==> src/cpl_pkg.sv <==
package cpl_pkg;

  // list geometry
  localparam int CAPACITY = 16;
  localparam int IDX_W    = $clog2(CAPACITY);
  localparam int CNT_W    = $clog2(CAPACITY + 1);
  localparam int DATA_W   = 32;
  localparam int POS_W    = 8;
  localparam int OCNT_W   = 5;

  // command codes
  typedef enum logic [2:0] {
    CMD_PUSH_FRONT = 3'd0,
    CMD_PUSH_BACK  = 3'd1,
    CMD_INSERT_AT  = 3'd2,
    CMD_SEARCH     = 3'd3,
    CMD_DEL_VALUE  = 3'd4,
    CMD_DEL_AT     = 3'd5,
    CMD_CLEAR      = 3'd6,
    CMD_READ_AT    = 3'd7
  } cmd_t;

  // result status codes
  typedef enum logic [1:0] {
    ST_OK       = 2'd0,
    ST_BADPOS   = 2'd1,
    ST_NOTFOUND = 2'd2,
    ST_FULL     = 2'd3
  } status_t;

  // sequencer states
  typedef enum logic [2:0] {
    S_IDLE,
    S_SCAN,
    S_DEL,
    S_INS,
    S_RDW,
    S_FIN
  } state_t;

  // element store access, one write and one read port
  typedef struct packed {
    logic              we;
    logic [IDX_W-1:0]  waddr;
    logic [DATA_W-1:0] wdata;
    logic [IDX_W-1:0]  raddr;
  } mem_req_t;

  // one result item
  typedef struct packed {
    status_t           status;
    logic [DATA_W-1:0] data;
    logic [POS_W-1:0]  idx;
    logic [OCNT_W-1:0] cnt;
  } res_t;

  // failed operations report all-ones data and index zero
  function automatic res_t make_res(status_t st, logic [DATA_W-1:0] data,
                                    logic [POS_W-1:0] idx, logic [CNT_W-1:0] cnt);
    res_t r;
    r.status = st;
    r.data   = (st == ST_OK) ? data : '1;
    r.idx    = (st == ST_OK) ? idx : '0;
    r.cnt    = OCNT_W'(cnt);
    return r;
  endfunction

endpackage

==> src/circular_positional_list_core.sv <==
// sequence: clear and rejected items go straight from idle to the result; reads
//   wait on the registered store read, and search, insert and delete walk the list
// throughput: one item at a time; the walk is one entry per cycle through the
//   single read and single write port of the element store
// reset: synchronous, empties the list and drops any pending result item
module circular_positional_list_core (
  input  logic        clk,
  input  logic        rst,
  input  logic        s_tvalid,
  output logic        s_tready,
  input  logic [47:0] s_tdata,   // cmd[2:0], value[34:3], position[42:35], zero fill
  output logic        m_tvalid,
  input  logic        m_tready,
  output logic [47:0] m_tdata    // status[1:0], data_out[33:2], found_index[41:34],
                                 // entry_count[46:42], zero fill
);
  import cpl_pkg::*;

  mem_req_t          mem_req;
  logic [DATA_W-1:0] mem_rdata;
  logic              res_valid;
  logic              res_ready;
  res_t              res;

  cpl_mem u_mem (
    .clk   (clk),
    .req   (mem_req),
    .rdata (mem_rdata)
  );

  cpl_ctrl u_ctrl (
    .clk         (clk),
    .rst         (rst),
    .in_valid    (s_tvalid),
    .in_ready    (s_tready),
    .in_cmd      (cmd_t'(s_tdata[2:0])),
    .in_value    (s_tdata[34:3]),
    .in_position (s_tdata[42:35]),
    .mem_req     (mem_req),
    .mem_rdata   (mem_rdata),
    .res_valid   (res_valid),
    .res_ready   (res_ready),
    .res         (res)
  );

  assign res_ready = !m_tvalid || m_tready;

  // output register
  always_ff @(posedge clk) begin
    if (rst) begin
      m_tvalid <= 1'b0;
    end else if (res_ready) begin
      m_tvalid <= res_valid;
    end
  end

  always_ff @(posedge clk) begin
    if (res_ready && res_valid) begin
      m_tdata <= {1'b0, res.cnt, res.idx, res.data, res.status};
    end
  end

endmodule

==> src/cpl_mem.sv <==
module cpl_mem (
  input  logic                                clk,
  input  cpl_pkg::mem_req_t                   req,
  output logic [cpl_pkg::DATA_W-1:0]          rdata
);
  import cpl_pkg::*;

  logic [DATA_W-1:0] mem [CAPACITY];

  // write port
  always_ff @(posedge clk) begin
    if (req.we) begin
      mem[req.waddr] <= req.wdata;
    end
  end

  // registered read port
  always_ff @(posedge clk) begin
    rdata <= mem[req.raddr];
  end

endmodule

==> src/cpl_ctrl.sv <==
module cpl_ctrl (
  input  logic                          clk,
  input  logic                          rst,
  input  logic                          in_valid,
  output logic                          in_ready,
  input  cpl_pkg::cmd_t                 in_cmd,
  input  logic [cpl_pkg::DATA_W-1:0]    in_value,
  input  logic [cpl_pkg::POS_W-1:0]     in_position,
  output cpl_pkg::mem_req_t             mem_req,
  input  logic [cpl_pkg::DATA_W-1:0]    mem_rdata,
  output logic                          res_valid,
  input  logic                          res_ready,
  output cpl_pkg::res_t                 res
);
  import cpl_pkg::*;

  state_t             state, state_next;
  logic [CNT_W-1:0]   count;
  logic               go;
  logic               pend;
  logic [IDX_W-1:0]   rp;
  logic [IDX_W-1:0]   pa;
  logic [IDX_W-1:0]   pos;
  logic [DATA_W-1:0]  key;
  logic [DATA_W-1:0]  d;
  cmd_t               op;

  logic               accept;
  logic [POS_W-1:0]   ipos;
  logic               ins_bad;
  logic               full;
  logic               pos_bad;
  logic               match;
  logic [IDX_W-1:0]   last;
  logic               done_walk;

  assign accept    = in_valid && in_ready;
  assign full      = count >= CNT_W'(CAPACITY);
  assign ins_bad   = ipos > POS_W'(count);
  assign pos_bad   = in_position >= POS_W'(count);
  assign match     = pend && (mem_rdata == key);
  assign last      = IDX_W'(count - CNT_W'(1));
  assign done_walk = !go && !pend;

  // insert position per command
  always_comb begin
    case (in_cmd)
      CMD_PUSH_FRONT: ipos = '0;
      CMD_PUSH_BACK:  ipos = POS_W'(count);
      default:        ipos = in_position;
    endcase
  end

  // next state
  always_comb begin
    state_next = state;
    case (state)
      S_IDLE: begin
        if (accept) begin
          case (in_cmd)
            CMD_PUSH_FRONT, CMD_PUSH_BACK, CMD_INSERT_AT:
              state_next = (ins_bad || full) ? S_FIN : S_INS;
            CMD_SEARCH, CMD_DEL_VALUE: state_next = S_SCAN;
            CMD_DEL_AT:   state_next = pos_bad ? S_FIN : S_DEL;
            CMD_READ_AT:  state_next = pos_bad ? S_FIN : S_RDW;
            default:      state_next = S_FIN;
          endcase
        end
      end
      S_SCAN: begin
        if (match) begin
          state_next = (op == CMD_DEL_VALUE) ? S_DEL : S_FIN;
        end else if (done_walk) begin
          state_next = S_FIN;
        end
      end
      S_DEL, S_INS: begin
        if (done_walk) begin
          state_next = S_FIN;
        end
      end
      S_RDW: state_next = S_FIN;
      S_FIN: begin
        if (res_ready) begin
          state_next = S_IDLE;
        end
      end
      default: state_next = S_IDLE;
    endcase
  end

  // handshake and store port
  always_comb begin
    in_ready      = (state == S_IDLE);
    res_valid     = (state == S_FIN);
    mem_req.we    = 1'b0;
    mem_req.waddr = pos;
    mem_req.wdata = mem_rdata;
    mem_req.raddr = rp;
    case (state)
      S_IDLE: mem_req.raddr = IDX_W'(in_position);
      S_DEL: begin
        // move each entry one place towards the head
        if (pend && (pa != pos)) begin
          mem_req.we    = 1'b1;
          mem_req.waddr = pa - IDX_W'(1);
        end
      end
      S_INS: begin
        // move each entry one place towards the tail, then drop in the new one
        if (pend) begin
          mem_req.we    = 1'b1;
          mem_req.waddr = pa + IDX_W'(1);
        end else if (!go) begin
          mem_req.we    = 1'b1;
          mem_req.waddr = pos;
          mem_req.wdata = key;
        end
      end
      default: ;
    endcase
  end

  // state and list count
  always_ff @(posedge clk) begin
    if (rst) begin
      state <= S_IDLE;
      count <= '0;
      go    <= 1'b0;
      pend  <= 1'b0;
    end else begin
      state <= state_next;
      case (state)
        S_IDLE: begin
          pend <= 1'b0;
          if (accept) begin
            case (in_cmd)
              CMD_PUSH_FRONT, CMD_PUSH_BACK, CMD_INSERT_AT:
                go <= POS_W'(count) > ipos;
              CMD_SEARCH, CMD_DEL_VALUE: go <= (count != '0);
              CMD_DEL_AT: go <= 1'b1;
              CMD_CLEAR:  count <= '0;
              default:    go <= 1'b0;
            endcase
          end
        end
        S_SCAN: begin
          if (match) begin
            go   <= (op == CMD_DEL_VALUE);
            pend <= 1'b0;
          end else begin
            if (go && (rp == last)) go <= 1'b0;
            pend <= go;
          end
        end
        S_DEL: begin
          if (go && (rp == last)) go <= 1'b0;
          pend <= go;
          if (done_walk) count <= count - CNT_W'(1);
        end
        S_INS: begin
          if (go && (rp == pos)) go <= 1'b0;
          pend <= go;
          if (done_walk) count <= count + CNT_W'(1);
        end
        default: ;
      endcase
    end
  end

  // walk pointers, operands and result
  always_ff @(posedge clk) begin
    case (state)
      S_IDLE: begin
        key <= in_value;
        op  <= in_cmd;
        pos <= IDX_W'(in_position);
        case (in_cmd)
          CMD_PUSH_FRONT, CMD_PUSH_BACK, CMD_INSERT_AT: begin
            pos <= IDX_W'(ipos);
            rp  <= last;
            if (ins_bad)   res <= make_res(ST_BADPOS, '0, '0, count);
            else if (full) res <= make_res(ST_FULL, '0, '0, count);
          end
          CMD_SEARCH, CMD_DEL_VALUE: rp <= '0;
          CMD_DEL_AT: begin
            rp <= IDX_W'(in_position);
            if (pos_bad) res <= make_res(ST_BADPOS, '0, '0, count);
          end
          CMD_CLEAR: res <= make_res(ST_OK, '0, '0, '0);
          default: begin
            if (pos_bad) res <= make_res(ST_BADPOS, '0, '0, count);
          end
        endcase
      end
      S_SCAN: begin
        if (go) rp <= rp + IDX_W'(1);
        pa <= rp;
        if (match) begin
          pos <= pa;
          rp  <= pa;
          res <= make_res(ST_OK, key, POS_W'(pa), count);
        end else if (done_walk) begin
          res <= make_res(ST_NOTFOUND, '0, '0, count);
        end
      end
      S_DEL: begin
        if (go) rp <= rp + IDX_W'(1);
        pa <= rp;
        if (pend && (pa == pos)) d <= mem_rdata;
        if (done_walk) res <= make_res(ST_OK, d, POS_W'(pos), count - CNT_W'(1));
      end
      S_INS: begin
        if (go) rp <= rp - IDX_W'(1);
        pa <= rp;
        if (done_walk) res <= make_res(ST_OK, key, POS_W'(pos), count + CNT_W'(1));
      end
      S_RDW: res <= make_res(ST_OK, mem_rdata, POS_W'(pos), count);
      default: ;
    endcase
  end

endmodule

==> config.mk <==
export PLATFORM = sky130hd
export DESIGN_NAME = circular_positional_list_core
export DESIGN_NICKNAME = d
export VERILOG_FILES = /design/src/cpl_pkg.sv /design/src/circular_positional_list_core.sv /design/src/cpl_mem.sv /design/src/cpl_ctrl.sv
export SDC_FILE = /design/constraint.sdc
export NUM_CORES = 1
export LEC_CHECK = 0
export BUFFER_PORTS_ARGS = -buffer_cell sky130_fd_sc_hd__buf_4
export CELL_PAD_IN_SITES_DETAIL_PLACEMENT = 1
export CELL_PAD_IN_SITES_GLOBAL_PLACEMENT = 1
export CORE_MARGIN = 8
export CORE_UTILIZATION = 34
export DETAILED_ROUTE_END_ITERATION = 10
export PLACE_DENSITY = 0.61
export SYNTH_ARGS = -nofsm -noshare
export SYNTH_HDL_FRONTEND = slang
export SYNTH_SLANG_ARGS = --single-unit
==> constraint.sdc <==
create_clock -name clk -period 8.3 [get_ports clk]
set_clock_uncertainty 0.2 [all_clocks]
set_input_delay 0.83 -clock clk [delete_from_list [all_inputs] [get_ports clk]]
set_output_delay 0.83 -clock clk [all_outputs]
set_load 0.005 [all_outputs]
Word-level counts from Yosys, hierarchy flattened
Memory sizes are Yosys's and may differ from the RTL's. A register that Yosys moved wholly into a read port is not among the register bits. Cells that the tools add are included.

Mux-type cells: 50. Add/subtract/negate cells: 6. Magnitude comparators: 4. Reductions and logical operators: 32. Eq/ne operators: 32.

Operators by type and width (number): $mux W47 (7); $pmux W47 S5 (1); $pmux W47 S3 (1); $mux W32 (2); $mux W37 (1); $eq A32 B32 Y1 (1); $mux W5 (6); $mux W4 (6); $eq A3 B3 Y1 const B (7); $mux W3 (7); $pmux W4 S4 (1); $pmux W8 S2 (1); $pmux W3 S5 (1); $pmux W5 S3 (1); $eq A3 B2 Y1 const B (4); $eq A4 B4 Y1 (3); $ne A2 B1 Y1 const B (6); $ne A4 B4 Y1 const B (3); $pmux W3 S4 (1); $pmux W4 S3 (1); $pmux W5 S2 (1); $reduce_bool A5 Y1 (2); $add A4 B1 Y4 const B (2); $ge A8 B5 Y1 (1); other kinds (28) (57).

Bits in registers: 184. Logic and storage cells: 141. Memories: 1. Input bits: 52. Bits in writable memories: 512. Output and inout bits: 50.

Memories: u_mem.mem (depth 16, bits a word 32, rd ports 1, clocked after memory_dff 1, write ports 1, RTL line cpl_mem.sv:8) `logic [DATA_W-1:0] mem [CAPACITY];`.

Longest topological paths before layout
Word-level depth: 8. Depth in mapped cells: 11. Depth with buffers taken out: 10.

Cells and area by module
From an unflattened synthesis, not the netlist that was laid out.

Cell total of the unflattened synthesis: 1556. Area total of the unflattened synthesis: 28546.1 um^2.

By module, submodules not included: cpl_mem (sequential area each 16015.4 um^2, area an instance 19835.3 um^2, cells each 838, instances 1); cpl_ctrl (sequential area each 3863.7 um^2, area an instance 7233.2 um^2, cells each 664, instances 1); circular_positional_list_core (sequential area each 1431.4 um^2, area an instance 1477.7 um^2, cells each 54, instances 1).

Worst setup path before layout
OpenSTA, ideal clock, no wires.

Kind: input -> register. From: in s_tdata[1]. To: reg u_ctrl.res[0] (netlist name). Path buffers: 1. Library setup time: 0.508 ns. Setup slack: 1.687 ns. Arrival time: 5.905 ns. Cell stages on the path: 11. Cells stage by stage: clkbuf_1 -> nor2_1 -> nor2b_1 -> a31oi_1 -> ha_1 -> a21oi_1 -> a21boi_0 -> o31ai_1 -> nand2b_1 -> a21oi_1 -> a211oi_1.

Cells in the longest elaborated chain, start to end: 5.

RTL lines: start, declared (RTL line circular_positional_list_core.sv:11) `input logic [47:0] s_tdata,`; $eq A3 B1 Y1 or $logic_not A3 Y1 (tied branches) (RTL line cpl_ctrl.sv:47, cpl_ctrl.sv:178); $pmux W8 S2 (RTL line cpl_ctrl.sv:47) `case (in_cmd)`; $gt A8 B5 Y1 (RTL line cpl_ctrl.sv:39) `assign ins_bad = ipos > POS_W'(count);`; $ne A4 B4 Y1 (no source line); $reduce_and A7 Y1 (no source line) *.

Every way passes the cells marked *; elsewhere a longest branch is shown, timed or not. A chain may end at the register's enable or synchronous reset.

Worst setup path in the final report
From: reg u_ctrl.state[2]. To: reg u_mem.rdata[11] (netlist bit) (read register of u_mem.mem).

Cells in the longest elaborated chain, start to end: 2.

RTL lines: start, declared (RTL line cpl_ctrl.sv:17) `state_t state, state_next;`; start signal, assigned (RTL line cpl_ctrl.sv:132) `state <= state_next;`; $logic_not A3 Y1 (RTL line cpl_ctrl.sv:100) `case (state)`; $mux W4 (RTL line cpl_ctrl.sv:100); end, declared (RTL line cpl_mem.sv:4) `output logic [cpl_pkg::DATA_W-1:0] rdata`.

Every way passes these cells.

==> qor.csv <==
stage,metric,value,unit
power,switching_share,33.4,%
layout,final_common_cell,edfxtp_1,
sta,worstMarginPinSlew,1.07,ns
sta,finalHoldViolCount,0,
global_route,grt_overflow,0,
logic_synthesis,synth_area_leaders,"edfxtp_1 (71%), mux4_2 (10%), dfxtp_1 (3.0%)",
setup_path,worstPathArrival,5.20,ns
setup_path,path_delay_family,buffers and inverters,
clocking,insertion_delay,0.63,ns
die,core_area,0.0834,mm^2
setup_path,path_cells,"clkinv_1, nand2_1, inv_2, buf_4, nor2_1, a21oi_4, buf_4, buf_12, mux4_2, a22oi_1, nand2_1",
layout,regArea,0.0212,mm^2
clocking,clockBufferDepth,3,
flow_run,cap_viol_max_count,0,
routing,dr.pass1.iters,5,
layout,drive_above_1_share,26.3,%
global_route,grt_max_degree,129,
layout,fin_util,39.8,%
sta,period_minus_slack,4.89,ns
outcome,outcome,"finished, final reports clean",
setup_path,critPathMaxStageDelay,0.64,ns
routing,vias,15400,
setup_path,required,8.61,ns
clocking,cts-resized-gates,0,
routing,vias_per_cell,5.54,
sta,whs,0.170,ns
routing,dr.first_iter.drc_count,1334,
sta,drv_slew,0,
logic_synthesis,synth_area,0.0286,mm^2
placement,dp_hpwl,44.9,mm
clocking,htree_levels,3,
setup_path,crit_start,u_ctrl.state[2]$_SDFFE_PP0P_,
logic_synthesis,ys_seq_elements,720,
setup_path,crit_cells,11,
layout,antenna_cells,0,
setup_path,rrSetupSlack,3.41,ns
setup_path,startpoint_type,flip-flop,
clocking,cts_root_buf,clkbuf_16,
min_path,min-delay-start,s_tdata[22],
clocking,path_clk_slew,0.06,ns
clocking,hold_buffers,0,
power,p_clk_share,27.1,%
global_route,grt_first_pass_wirelength,115,mm
die,fp.dieW,306,um
clocking,postCtsSetupRepairBufs,0,
logic_synthesis,yosysTopAreaCell,edfxtp_1,
logic_synthesis,postSynthCellCount,1510,
die,rows,106,
sta,grt_setup_unrepaired,no,
clocking,clkSinkCount,720,
logic_synthesis,synth-xor-area-share,1.79,%
routing,post_drt_wl_per_cell,28.9,um
logic_synthesis,synth_top_family_by_area,multiplexers,
setup_path,cp_slowest_cell,buf_12,
sta,fin_crit_sh,58.9,%
layout,final_cell_mix,"edfxtp_1 (677), mux4_2 (128), buf_4 (124)",
placement,gp_congestion,0.792,
power,p_int,0.00847,W
power,switchingPower,0.00425,W
setup_path,path_class,flip-flop to flip-flop,
logic_synthesis,synth_top_area_share,71.1,%
routing,drc,0,
clocking,cts_tree,done,
logic_synthesis,syn_area_per_cell,18.9,um^2
global_route,antenna_found_initial,4,
logic_synthesis,yosys.area_share.simple,3.45,%
sta,slew_headroom,27.8,%
logic_synthesis,synth.mux.area_fraction,11.8,%
sta,setup_viol,0,
power,pwr-share-comb,31.7,%
power,powerDensity,383,mW/mm^2
logic_synthesis,yosysUniqueCellTypes,64,
power,vdd_drop_max,416,uV
setup_path,r2r-start,u_ctrl.state[2]$_SDFFE_PP0P_,
layout,fin_nets,1696,
logic_synthesis,synthAdderAreaFrac,0.744,%
layout,nFillCells,8016,
setup_path,crit_buf_inv,5,
layout,area_growth,16.2,%
setup_path,cp-end-kind,flip-flop,
logic_synthesis,ys.flop_type,edfxtp_1,
clocking,cts_inserted_buffers,78,
layout,final_cells,2773,
die,pin_count,102,
logic_synthesis,ys_async_sr_fraction,0,%
logic_synthesis,yosysSeqAreaShare,74.1,%
routing,ant_nets,0,
min_path,worstHoldPathType,input pin to flip-flop,
routing,wirelength,80.2,mm
sta,tns,0,ns
layout,multi_input_area,0.00709,mm^2
power,pwr-share-seq,41.2,%
die,start_util,34.3,%
die,die-area,0.0937,mm^2
setup_path,reg2reg_to,u_mem.rdata[11]$_DFF_P_,
min_path,min_path_cells,1,
setup_path,r2r_cells,11,
global_route,grt_usage,16.8,%
logic_synthesis,synth-edff-count,677,
global_route,grt_pass1_vias,16100,
setup_path,path_max_fanout,110,
die,die_h,306,um
sta,fmax,205,MHz
logic_synthesis,yosysWarnings,0,
logic_synthesis,synth_compound_area_share,6.24,%
power,p_leak,10.8,nW
min_path,hold-path-endpoint,u_ctrl.key[19]$_DFFE_PP_,
placement,dp.cells,2627,
placement,io_buffers,91,
[state kept, by name, indices dropped and copies added (netlist names), 4 cells and up]
register,cells
u_ctrl.pos,4
u_ctrl.d,32
u_ctrl.count,5
u_ctrl.res,43
u_mem.mem,512
m_tdata,43
u_ctrl.rp,4
u_ctrl.key,32
u_ctrl.pa,4
u_mem.rdata,32
[worst max path at each step]
stage / endpoint / slack (ns)
global placement: u_mem.rdata[11]$_DFF_P_ / 3.39
detailed placement: u_mem.rdata[11]$_DFF_P_ / 3.35
CTS: u_mem.rdata[11]$_DFF_P_ / 3.30
global route: u_mem.rdata[3]$_DFF_P_ / 2.99
floorplan: u_ctrl.res[0]$_DFFE_PP_ / 1.69
finish: u_mem.rdata[11]$_DFF_P_ / 3.41
[per-layer routing]
layer / share of wire (%) / global-route usage (%) / vias up
met1: 44 / 23.4 / 8263
met5: 0.016 / 0 / -
met3: 6.4 / 3.17 / 127
met4: 2.5 / 5.39 / 2
li1: - / - / 6452
met2: 47 / 26.7 / 520
[cell type report]
| class | instances | area share, % |
|---|---|---|
| Sequential cell | 720 | 63.8 |
| Multi-Input combinational cell | 683 | 21.3 |
| Clock buffer | 116 | 6.76 |
| Tap cell | 1080 | 4.07 |
| Timing Repair Buffer | 126 | 2.92 |
| Clock inverter | 30 | 0.945 |
| Inverter | 18 | 0.203 |
[metrics by stage]
| stage | instance area (um^2) | total power (W) | worst slack [ns] |
|---|---|---|---|
| 4_1_cts | 33200 | 0.0129 | 3.30 |
| 5_1_grt | 33200 | 0.0133 | 2.99 |
| 3_5_place_dp | 30700 | 0.00939 | 3.35 |
| 3_3_place_gp | 30700 | 0.00929 | 3.39 |
| 2_1_floorplan | 28600 | 0.00791 | 1.69 |
| 6_report | 33200 | 0.0127 | 3.41 |
[cells in the mapped netlist (all sizes together), types with 3 or more instances]
master     n
a2111oi    3
a211oi     4
a21oi     26
a221o     34
a221oi     5
a22o      32
a22oi     66
a31oi     13
and3       5
buf       56
clkbuf    37
dfxtp     43
edfxtp   677
ha        17
inv       18
mux2      35
mux2i      9
mux4     128
nand2     61
nand2b     4
nand3     11
nand4     11
nor2      57
nor2b      8
nor3      16
nor3b      3
nor4       3
nor4b      3
o21ai     22
o21bai     3
o22ai      4
o31ai      6
or4        6
xnor2     30
xor2      26
[kinds of logic (layout without fill, tap and decap cells)]
kind of cell,Yosys count,after routing
AOI/OAI and AO/OA,234,234
xor gates and xnor gates,57,57
adders and majority gates,17,17
buffers and inverters,111,290
DFF,720,720
muxes,172,172
other,1,5
and+or+nand+nor,198,198
[worst register-to-register path: stages (launching register included)]
cell      delay, ns
dfxtp_1        0.57
clkinv_1       0.15
nand2_1        0.18
inv_2          0.55
buf_4          0.59
nor2_1         0.14
a21oi_4        0.13
buf_4          0.41
buf_12         0.64
mux4_2         0.84
a22oi_1        0.25
nand2_1        0.11
[power by group through the flow]
stage               Clock [W]  Sequential [W]  Combinational [W]
global placement            0         0.00530            0.00400
detailed placement          0         0.00531            0.00408
finish                0.00345         0.00524            0.00404
global route          0.00365         0.00528            0.00434
CTS                   0.00353         0.00524            0.00410
floorplan                   0         0.00512            0.00279
Power figures use the tool's default switching activity.
